$ cat config.mk
export PLATFORM = sky130hd
export DESIGN_NAME = sorted_multiset_list_engine
export DESIGN_NICKNAME = d
export VERILOG_FILES = /design/src/sv/smle_pkg.sv /design/src/sv/smle_ctrl.sv /design/src/sv/smle_datapath.sv /design/src/sv/sorted_multiset_list_engine.sv
export SDC_FILE = /design/constraint.sdc
export NUM_CORES = 2
export LEC_CHECK = 0
export BUFFER_PORTS_ARGS = -buffer_cell sky130_fd_sc_hd__buf_2
export CAP_MARGIN = 5
export CORE_AREA = 4 4 402 404
export DETAILED_ROUTE_END_ITERATION = 6
export DIE_AREA = 0 0 406 408
export PLACE_DENSITY = 0.54
export SLEW_MARGIN = 20
export SYNTH_ARGS = -nofsm -noshare
export SYNTH_HDL_FRONTEND = slang
export SYNTH_SLANG_ARGS = --single-unit
$ cat constraint.sdc
create_clock -name clk -period 6 [get_ports clk]
set_input_delay 0.6 -clock clk [delete_from_list [all_inputs] [get_ports clk]]
set_output_delay 0.6 -clock clk [all_outputs]
set_load 0.1 [all_outputs]
$ cat src/sv/smle_pkg.sv
// Shared types and constants for the sorted multiset list engine.
package smle_pkg;

    localparam int VALUE_W  = 32;
    localparam int OPCODE_W = 3;
    localparam int STATUS_W = 3;

    localparam logic [OPCODE_W-1:0] OP_INSERT    = 3'd0;
    localparam logic [OPCODE_W-1:0] OP_REMOVE    = 3'd1;
    localparam logic [OPCODE_W-1:0] OP_LIST_ASC  = 3'd2;
    localparam logic [OPCODE_W-1:0] OP_LIST_DESC = 3'd3;
    localparam logic [OPCODE_W-1:0] OP_EVEN_ASC  = 3'd4;
    localparam logic [OPCODE_W-1:0] OP_EVEN_DESC = 3'd5;

    localparam logic [STATUS_W-1:0] ST_DONE     = 3'd0;
    localparam logic [STATUS_W-1:0] ST_ITEM     = 3'd1;
    localparam logic [STATUS_W-1:0] ST_NOTFOUND = 3'd2;
    localparam logic [STATUS_W-1:0] ST_FULL     = 3'd3;
    localparam logic [STATUS_W-1:0] ST_EMPTY    = 3'd4;

    typedef enum logic [3:0] {
        S_IDLE,
        S_DISPATCH,
        S_INS_RD,
        S_INS_CMP,
        S_RM_RD,
        S_RM_CMP,
        S_SH_RD,
        S_SH_WR,
        S_LS_RD,
        S_LS_CMP,
        S_LS_END
    } state_t;

    typedef enum logic [1:0] {
        RD_IDX,
        RD_IDX_M1,
        RD_IDX_P1
    } rd_sel_t;

    typedef enum logic [1:0] {
        OUT_VALUE,
        OUT_PEND,
        OUT_ZERO
    } out_src_t;

    typedef struct packed {
        logic                load;
        logic                idx_clr;
        logic                idx_from_cnt;
        logic                idx_inc;
        logic                idx_dec;
        logic                rd_en;
        rd_sel_t             rd_sel;
        logic                wr_en;
        logic                wr_value;
        logic                cnt_inc;
        logic                cnt_dec;
        logic                pend_load;
        logic                emit;
        out_src_t            emit_src;
        logic [STATUS_W-1:0] emit_status;
        logic                emit_last;
    } cmd_t;

    typedef struct packed {
        logic [OPCODE_W-1:0] op;
        logic                full;
        logic                idx_zero;
        logic                idx_at_end;
        logic                next_in_range;
        logic                key_ge;
        logic                data_eq;
        logic                data_even;
        logic                pend_valid;
    } stat_t;

endpackage

$ cat src/sv/smle_ctrl.sv
// Controller state machine sequencing insert, remove and list transactions.
module smle_ctrl
    import smle_pkg::*;
(
    input  logic  clk,
    input  logic  rst_n,
    input  logic  start,
    input  stat_t stat,
    output cmd_t  cmd,
    output logic  busy
);

    state_t state_reg;
    state_t state_next;
    logic   desc;
    logic   evens;

    assign desc  = (stat.op == OP_LIST_DESC) || (stat.op == OP_EVEN_DESC);
    assign evens = (stat.op == OP_EVEN_ASC) || (stat.op == OP_EVEN_DESC);
    assign busy  = (state_reg != S_IDLE);

    always_ff @(posedge clk or negedge rst_n)
    begin
        if (!rst_n)
        begin
            state_reg <= S_IDLE;
        end
        else
        begin
            state_reg <= state_next;
        end
    end

    always_comb
    begin
        state_next      = state_reg;
        cmd             = '0;
        cmd.rd_sel      = RD_IDX;
        cmd.emit_src    = OUT_VALUE;
        cmd.emit_status = ST_DONE;
        unique case (state_reg)
            S_IDLE:
            begin
                if (start)
                begin
                    cmd.load   = 1'b1;
                    state_next = S_DISPATCH;
                end
            end
            S_DISPATCH:
            begin
                unique case (stat.op) inside
                    OP_INSERT:
                    begin
                        if (stat.full)
                        begin
                            cmd.emit        = 1'b1;
                            cmd.emit_status = ST_FULL;
                            cmd.emit_last   = 1'b1;
                            state_next      = S_IDLE;
                        end
                        else
                        begin
                            cmd.idx_from_cnt = 1'b1;
                            state_next       = S_INS_RD;
                        end
                    end
                    OP_REMOVE:
                    begin
                        cmd.idx_clr = 1'b1;
                        state_next  = S_RM_RD;
                    end
                    OP_LIST_ASC, OP_EVEN_ASC:
                    begin
                        cmd.idx_clr = 1'b1;
                        state_next  = S_LS_RD;
                    end
                    OP_LIST_DESC, OP_EVEN_DESC:
                    begin
                        cmd.idx_from_cnt = 1'b1;
                        state_next       = S_LS_RD;
                    end
                    default:
                    begin
                        state_next = S_IDLE;
                    end
                endcase
            end
            // Walk down from the top, moving entries not below the new value up one slot.
            S_INS_RD:
            begin
                if (stat.idx_zero)
                begin
                    cmd.wr_en     = 1'b1;
                    cmd.wr_value  = 1'b1;
                    cmd.cnt_inc   = 1'b1;
                    cmd.emit      = 1'b1;
                    cmd.emit_last = 1'b1;
                    state_next    = S_IDLE;
                end
                else
                begin
                    cmd.rd_en  = 1'b1;
                    cmd.rd_sel = RD_IDX_M1;
                    state_next = S_INS_CMP;
                end
            end
            S_INS_CMP:
            begin
                cmd.wr_en = 1'b1;
                if (stat.key_ge)
                begin
                    cmd.idx_dec = 1'b1;
                    state_next  = S_INS_RD;
                end
                else
                begin
                    cmd.wr_value  = 1'b1;
                    cmd.cnt_inc   = 1'b1;
                    cmd.emit      = 1'b1;
                    cmd.emit_last = 1'b1;
                    state_next    = S_IDLE;
                end
            end
            S_RM_RD:
            begin
                if (stat.idx_at_end)
                begin
                    cmd.emit        = 1'b1;
                    cmd.emit_status = ST_NOTFOUND;
                    cmd.emit_last   = 1'b1;
                    state_next      = S_IDLE;
                end
                else
                begin
                    cmd.rd_en  = 1'b1;
                    state_next = S_RM_CMP;
                end
            end
            S_RM_CMP:
            begin
                if (stat.data_eq)
                begin
                    state_next = S_SH_RD;
                end
                else
                begin
                    cmd.idx_inc = 1'b1;
                    state_next  = S_RM_RD;
                end
            end
            // Close the gap left by the removed entry.
            S_SH_RD:
            begin
                if (stat.next_in_range)
                begin
                    cmd.rd_en  = 1'b1;
                    cmd.rd_sel = RD_IDX_P1;
                    state_next = S_SH_WR;
                end
                else
                begin
                    cmd.cnt_dec   = 1'b1;
                    cmd.emit      = 1'b1;
                    cmd.emit_last = 1'b1;
                    state_next    = S_IDLE;
                end
            end
            S_SH_WR:
            begin
                cmd.wr_en   = 1'b1;
                cmd.idx_inc = 1'b1;
                state_next  = S_SH_RD;
            end
            S_LS_RD:
            begin
                if (desc ? stat.idx_zero : stat.idx_at_end)
                begin
                    state_next = S_LS_END;
                end
                else
                begin
                    cmd.rd_en   = 1'b1;
                    cmd.rd_sel  = desc ? RD_IDX_M1 : RD_IDX;
                    cmd.idx_dec = desc;
                    cmd.idx_inc = !desc;
                    state_next  = S_LS_CMP;
                end
            end
            // Hold one qualifying entry back so the final one can carry last.
            S_LS_CMP:
            begin
                if (!evens || stat.data_even)
                begin
                    cmd.pend_load   = 1'b1;
                    cmd.emit        = stat.pend_valid;
                    cmd.emit_src    = OUT_PEND;
                    cmd.emit_status = ST_ITEM;
                end
                state_next = S_LS_RD;
            end
            S_LS_END:
            begin
                cmd.emit      = 1'b1;
                cmd.emit_last = 1'b1;
                if (stat.pend_valid)
                begin
                    cmd.emit_src    = OUT_PEND;
                    cmd.emit_status = ST_ITEM;
                end
                else
                begin
                    cmd.emit_src    = OUT_ZERO;
                    cmd.emit_status = ST_EMPTY;
                end
                state_next = S_IDLE;
            end
            default:
            begin
                state_next = S_IDLE;
            end
        endcase
    end

    a_no_write_while_listing: assert property (@(posedge clk) disable iff (!rst_n)
        (state_reg == S_LS_RD || state_reg == S_LS_CMP || state_reg == S_LS_END)
        |-> !cmd.wr_en)
        else $error("store written during a list transaction");

    a_load_only_idle: assert property (@(posedge clk) disable iff (!rst_n)
        cmd.load |-> (state_reg == S_IDLE))
        else $error("transaction loaded while busy");

endmodule

$ cat src/sv/smle_datapath.sv
// Datapath: value store, index and count registers, pending entry and result register.
module smle_datapath
    import smle_pkg::*;
#(
    parameter int CAPACITY = 32
)
(
    input  logic                       clk,
    input  logic                       rst_n,
    input  cmd_t                       cmd,
    input  logic [OPCODE_W-1:0]        opcode,
    input  logic signed [VALUE_W-1:0]  value,
    output stat_t                      stat,
    output logic                       strobe,
    output logic signed [VALUE_W-1:0]  item_value,
    output logic [STATUS_W-1:0]        status,
    output logic                       last
);

    localparam int IW = $clog2(CAPACITY + 1);
    localparam int AW = $clog2(CAPACITY);

    logic signed [VALUE_W-1:0] mem [CAPACITY];

    logic [OPCODE_W-1:0]       op_reg;
    logic signed [VALUE_W-1:0] val_reg;
    logic [IW-1:0]             count_reg;
    logic [IW-1:0]             idx_reg;
    logic signed [VALUE_W-1:0] rd_data_reg;
    logic signed [VALUE_W-1:0] pend_reg;
    logic                      pend_valid_reg;
    logic                      strobe_reg;
    logic signed [VALUE_W-1:0] item_value_reg;
    logic [STATUS_W-1:0]       status_reg;
    logic                      last_reg;

    logic [IW-1:0]             idx_m1;
    logic [IW-1:0]             idx_p1;
    logic [AW-1:0]             rd_addr;
    logic signed [VALUE_W-1:0] wr_data;
    logic signed [VALUE_W-1:0] emit_data;

    assign idx_m1  = idx_reg - 1'b1;
    assign idx_p1  = idx_reg + 1'b1;
    assign wr_data = cmd.wr_value ? val_reg : rd_data_reg;

    always_comb
    begin
        case (cmd.rd_sel)
            RD_IDX_M1: rd_addr = idx_m1[AW-1:0];
            RD_IDX_P1: rd_addr = idx_p1[AW-1:0];
            default:   rd_addr = idx_reg[AW-1:0];
        endcase
    end

    always_comb
    begin
        case (cmd.emit_src)
            OUT_PEND: emit_data = pend_reg;
            OUT_ZERO: emit_data = '0;
            default:  emit_data = val_reg;
        endcase
    end

    always_ff @(posedge clk)
    begin
        if (cmd.wr_en)
        begin
            mem[idx_reg[AW-1:0]] <= wr_data;
        end
        if (cmd.rd_en)
        begin
            rd_data_reg <= mem[rd_addr];
        end
    end

    always_ff @(posedge clk)
    begin
        if (cmd.load)
        begin
            op_reg  <= opcode;
            val_reg <= value;
        end
        if (cmd.pend_load)
        begin
            pend_reg <= rd_data_reg;
        end
        if (cmd.emit)
        begin
            item_value_reg <= emit_data;
            status_reg     <= cmd.emit_status;
            last_reg       <= cmd.emit_last;
        end
    end

    always_ff @(posedge clk or negedge rst_n)
    begin
        if (!rst_n)
        begin
            count_reg      <= '0;
            idx_reg        <= '0;
            pend_valid_reg <= 1'b0;
            strobe_reg     <= 1'b0;
        end
        else
        begin
            strobe_reg <= cmd.emit;
            if (cmd.cnt_inc)
            begin
                count_reg <= count_reg + 1'b1;
            end
            else if (cmd.cnt_dec)
            begin
                count_reg <= count_reg - 1'b1;
            end
            if (cmd.idx_clr)
            begin
                idx_reg <= '0;
            end
            else if (cmd.idx_from_cnt)
            begin
                idx_reg <= count_reg;
            end
            else if (cmd.idx_inc)
            begin
                idx_reg <= idx_p1;
            end
            else if (cmd.idx_dec)
            begin
                idx_reg <= idx_m1;
            end
            if (cmd.load)
            begin
                pend_valid_reg <= 1'b0;
            end
            else if (cmd.pend_load)
            begin
                pend_valid_reg <= 1'b1;
            end
        end
    end

    assign stat.op            = op_reg;
    assign stat.full          = (count_reg == IW'(CAPACITY));
    assign stat.idx_zero      = (idx_reg == '0);
    assign stat.idx_at_end    = (idx_reg >= count_reg);
    assign stat.next_in_range = (idx_p1 < count_reg);
    assign stat.key_ge        = (rd_data_reg >= val_reg);
    assign stat.data_eq       = (rd_data_reg == val_reg);
    assign stat.data_even     = !rd_data_reg[0];
    assign stat.pend_valid    = pend_valid_reg;

    assign strobe     = strobe_reg;
    assign item_value = item_value_reg;
    assign status     = status_reg;
    assign last       = last_reg;

    a_count_bounded: assert property (@(posedge clk) disable iff (!rst_n)
        count_reg <= IW'(CAPACITY))
        else $error("entry count above capacity");

    a_count_change_reports: assert property (@(posedge clk) disable iff (!rst_n)
        (count_reg != $past(count_reg)) |-> (strobe_reg && last_reg && status_reg == ST_DONE))
        else $error("entry count changed without a done result");

    a_count_steps_one: assert property (@(posedge clk) disable iff (!rst_n)
        !(cmd.cnt_inc && cmd.cnt_dec))
        else $error("count incremented and decremented together");

endmodule

$ cat src/sv/sorted_multiset_list_engine.sv
// Sorted multiset engine: bounded store of signed 32-bit values kept in ascending order.
// Usage:
//   Present opcode and value with start high; a transaction is taken at a rising edge
//   where start is high and busy is low. busy stays high until the transaction is done.
//   Results appear on item_value, status and last, marked by strobe high for exactly
//   one cycle; the receiver must take every result, there is no back pressure.
//   Insert and remove give one result (done, store full or not found).
//   List commands give one result per listed entry (status item), last on the final
//   one, or a single nothing-to-list result. Opcodes 6 and 7 give no result.
// Sequencing (n = entries stored; the memory read is registered, so each visited entry
// takes a read state followed by a compare or write state):
//   insert: walks down from the top over the entries not below the new value, moving
//           each up one slot, then writes the value; a full store is refused at dispatch.
//   remove: searches up from the bottom and, if found, shifts the later entries down.
//   list:   visits all n entries; results stream out one per visited qualifying entry.
//   Opcodes 6 and 7 hold busy only through the dispatch state.
//   A new transaction is taken in the cycle its predecessor's last result is shown.
// Reset: the store becomes empty at once; no clearing pass is needed.
module sorted_multiset_list_engine
    import smle_pkg::*;
#(
    parameter int CAPACITY = 32
)
(
    input  logic                       clk,
    input  logic                       rst_n,
    input  logic                       start,
    output logic                       busy,
    input  logic [OPCODE_W-1:0]        opcode,
    input  logic signed [VALUE_W-1:0]  value,
    output logic                       strobe,
    output logic signed [VALUE_W-1:0]  item_value,
    output logic [STATUS_W-1:0]        status,
    output logic                       last
);

    cmd_t  cmd;
    stat_t stat;

    smle_ctrl u_ctrl (
        .clk   (clk),
        .rst_n (rst_n),
        .start (start),
        .stat  (stat),
        .cmd   (cmd),
        .busy  (busy)
    );

    smle_datapath #(
        .CAPACITY (CAPACITY)
    ) u_datapath (
        .clk        (clk),
        .rst_n      (rst_n),
        .cmd        (cmd),
        .opcode     (opcode),
        .value      (value),
        .stat       (stat),
        .strobe     (strobe),
        .item_value (item_value),
        .status     (status),
        .last       (last)
    );

endmodule
==> impl_metrics.yaml <==
yosys:
  syn-num-nets: 2321
  yosysUniqueCellTypes: 62
  ys.flop_type: "edfxtp_1"
  avgSynthCellArea_sq_um: 21.2
  postSynth.asyncResetShare_pct: 1.53
  syn-cell-area_sq_um: 47100
  yosysWarnings: 0
  synth_cells: 2226
  seq_area_frac_synth_pct: 74.8
  synth-seq-cells: 1177
  synth-edff-count: 1159
global_routing:
  grt-ovfl-total: 0
  grt_pass1_vias: 23900
  grt.total_usage_pct: 14.9
  grt_max_degree: 59
  antenna_found_initial: 4
  grt_pass1_wl_microns: 177000
floorplan:
  dieArea_sq_um: 166000
  ios: 76
  coreArea_sq_um: 158000
  die_h_microns: 408
  initial_core_util_pct: 29.8
  chipWidth_microns: 406
  row_count: 146
final_layout:
  drive_above_1_share_pct: 28.1
  largest_reg_flops: 1024
  multi_input_area_sq_um: 11500
  finalNetCount: 2530
  n_fill_cell: 14600
  synthToLayoutAreaGrowth_pct: 17.2
  diodes: 0
  stdcell_count: 4609
  register_area_sq_um: 35300
detailed_routing:
  wl_per_cell_microns: 27.0
  vias: 23400
  ant_nets: 0
  drt_iter0_drc: 2497
  drt-total-wl_microns: 125000
  firstDrtPassIters: 6
  vias_per_cell: 5.07
  drc: 0
place:
  hpwlAfterDp_microns: 71200
  pre_cts_slack_ns: 0.529
  gp_congestion: 0.868
  post-place-cells: 4364
  io_buffers: 75
worst_setup_path:
  end_kind: "flip-flop"
  worstPathCellList: "inv_1, ha_1, ha_1, nor2b_1, o21a_1, o21a_1, o211ai_1, nand4_1, ha_1, nand2_1, o21ai_4, buf_12, buf_4, mux4_2, mux2i_1, mux2i_1, mux2_2"
  crit_fanout: 25
  critPathMaxStageDelay_ns: 0.67
  crit_type: "flip-flop to flip-flop"
  crit_arrival_ns: 5.99
  critPathRequiredTime_ns: 6.50
  critical-path-top-delay-family: "adder cells"
  crit_buf_inv: 3
  cpMostUsedCell: "ha_1"
  start_kind: "flip-flop"
  cpMaxStageDelayCell: "ha_1"
clock_tree:
  clkSlewWorstSetupHoldPaths_ns: 0.06
  clockRootBuffer: "clkbuf_16"
  numCtsBuffers: 118
  cts.path.max_buffers: 3
  h-tree-depth: 3
  cts_tree: "yes"
  clock-sinks: 1177
  insertion_delay_ns: 0.75
  ctsResizeCount: 0
flow_run:
  max_cap_violations: 0
run_status:
  status: "finished clean"
sta:
  finalClockSkew_ns: 0.0683
  hold_violations: 0
  slew_headroom_pct: 20.3
  fin_crit_sh_pct: 91.6
  period_needed_ns: 5.50
  fmax_mhz: 182
  setup_viol: 0
  worst_pin_slew_ns: 1.19
  maxSlewViolCount: 0
  worst_slack_ns: 0.502
  fin_setup_tns_ns: 0
  rsz0062_at_grt: "no"
power_and_ir_drop:
  power_mw: 29.4
  leakage_nw: 17.9
  ir_drop_mv: 0.391
  power_density_nw_per_um2: 532
worst_hold_path:
  hold_class: "primary input to flip-flop"
==> power by group <==
| part | leakage (nW) | total (mW) | switching [mW] | internal (mW) |
|---|---|---|---|---|
| Clock | 1.88 | 7.38 | 3.19 | 4.20 |
| Sequential | 10.7 | 11.4 | 0.477 | 10.9 |
| Combinational | 5.35 | 10.6 | 6.23 | 4.37 |
| Total | 17.9 | 29.4 | 9.90 | 19.5 |
==> stage by stage <==
stage | hold slack [ns] | area (sq um) | utilization, %
floorplan | 0.304 | 47100 | -
global placement | 0.474 | 51100 | 32.3
detailed placement | 0.480 | 51100 | 32.4
CTS | 0.0000590 | 55200 | 35.0
global route | 0.0168 | 55200 | 35.0
finish | 0.0605 | 55200 | 35.0
==> per-layer routing <==
metal	routed length [microns]	vias up	track usage (%)	part of all wire, %
li1	-	9684	-	-
met1	53900	12600	20.8	43
met2	57300	927	22.9	46
met3	10300	197	4.20	8.2
met4	3100	2	3.90	2.5
met5	13	-	0	0.010
==> path summary, 6_finish.rpt <==
kind / from / to / slack [ns] / cells past startpoint
hold / removal: value[31] / u_datapath.val_reg[31]$_DFFE_PP_ / 0.06 / 1
min in group asynchronous: rst_n / u_datapath.strobe$_DFF_PN0_ / 0.39 / 2
setup reg to reg: u_datapath.idx_reg[0]$_DFFE_PN0P_ / u_datapath.rd_data_reg[26]$_DFFE_PP_ / 0.50 / 17
max in group asynchronous: rst_n / u_datapath.count_reg[4]$_DFFE_PN0P_ / 5.22 / 2
setup / recovery: u_datapath.idx_reg[0]$_DFFE_PN0P_ / u_datapath.rd_data_reg[26]$_DFFE_PP_ / 0.50 / 17
hold reg to reg: u_datapath.rd_data_reg[11]$_DFFE_PP_ / u_datapath.pend_reg[11]$_DFFE_PP_ / 0.50 / 0
==> cell type report <==
| cell class | count | area share [%] |
|---|---|---|
| Tap cell | 2072 | 4.70 |
| Timing Repair Buffer | 190 | 3.13 |
| Sequential cell | 1177 | 63.9 |
| Multi-Input combinational cell | 893 | 20.9 |
| Clock buffer | 143 | 5.52 |
| Clock inverter | 79 | 1.51 |
| Inverter | 55 | 0.374 |
==> synth_stat cells (16+ instances only) <==
| library cell | number | area (sq um) |
|---|---|---|
| edfxtp_1 | 1159 | 34800 |
| mux4_2 | 256 | 5770 |
| mux2i_1 | 199 | 1990 |
| ha_1 | 56 | 701 |
| inv_1 | 55 | 206 |
| nor2_1 | 51 | 191 |
| clkbuf_1 | 47 | 176 |
| nand2_1 | 46 | 173 |
| buf_2 | 40 | 200 |
| mux2_2 | 37 | 417 |
| a22o_1 | 32 | 280 |
| a21oi_1 | 27 | 135 |
| mux2_4 | 27 | 405 |
| nand3_1 | 24 | 120 |
| dfrtp_1 | 18 | 450 |
| o21ai_0 | 16 | 80.1 |
==> cell families after synthesis <==
group	count (synthesis)	synth area share (%)
flip-flops	1177	74.8
multiplexers	519	18.2
AND/OR/NAND/NOR	176	1.78
buffers and inverters	156	1.40
AO/OA/AOI/OAI	129	2.02
adder cells (fa/ha/maj)	57	1.53
XOR/XNOR	12	0.223
==> worst register-to-register path, cell delays in order (launching register included) <==
cell and delay, ns:
dfrtp_1 0.50, inv_1 0.18, ha_1 0.38, ha_1 0.28, nor2b_1 0.13, o21a_1 0.16
o21a_1 0.17, o211ai_1 0.29, nand4_1 0.30, ha_1 0.67, nand2_1 0.19, o21ai_4 0.25
buf_12 0.31, buf_4 0.32, mux4_2 0.54, mux2i_1 0.23, mux2i_1 0.11, mux2_2 0.29
==> cells in the final DEF (no fill, tap or decap), types with 5 or more instances in the layout <==
cell type,synthesis,final
edfxtp_1,1159,1159
mux4_2,256,256
mux2i_1,199,199
clkbuf_16,0,118
buf_2,40,75
buf_4,0,59
ha_1,56,55
inv_1,55,54
nand2_1,46,45
mux2_2,37,37
buf_12,0,33
a22o_1,32,32
nor2_4,0,32
clkinv_1,0,29
mux2_4,27,27
a21oi_1,27,25
clkbuf_1,47,25
nand3_1,24,22
clkinv_2,0,22
dlygate4sd3_1,0,22
nor2_1,51,19
dfrtp_1,18,18
o21ai_0,16,15
bufinv_16,0,13
nor3_1,12,12
nand4_1,11,11
xnor2_1,7,7
a21o_1,6,6
o211ai_1,6,6
xor2_1,5,5
nand2b_1,5,5
nor4_1,7,5
==> timing repair <==
item,4_1_cts,5_1_grt
hold buffers,22,0
endpoints found under the setup margin,0,0
hold endpoints to repair,39,0
setup buffers,0,0
Note: power is estimated with default switching activity, not from simulation.
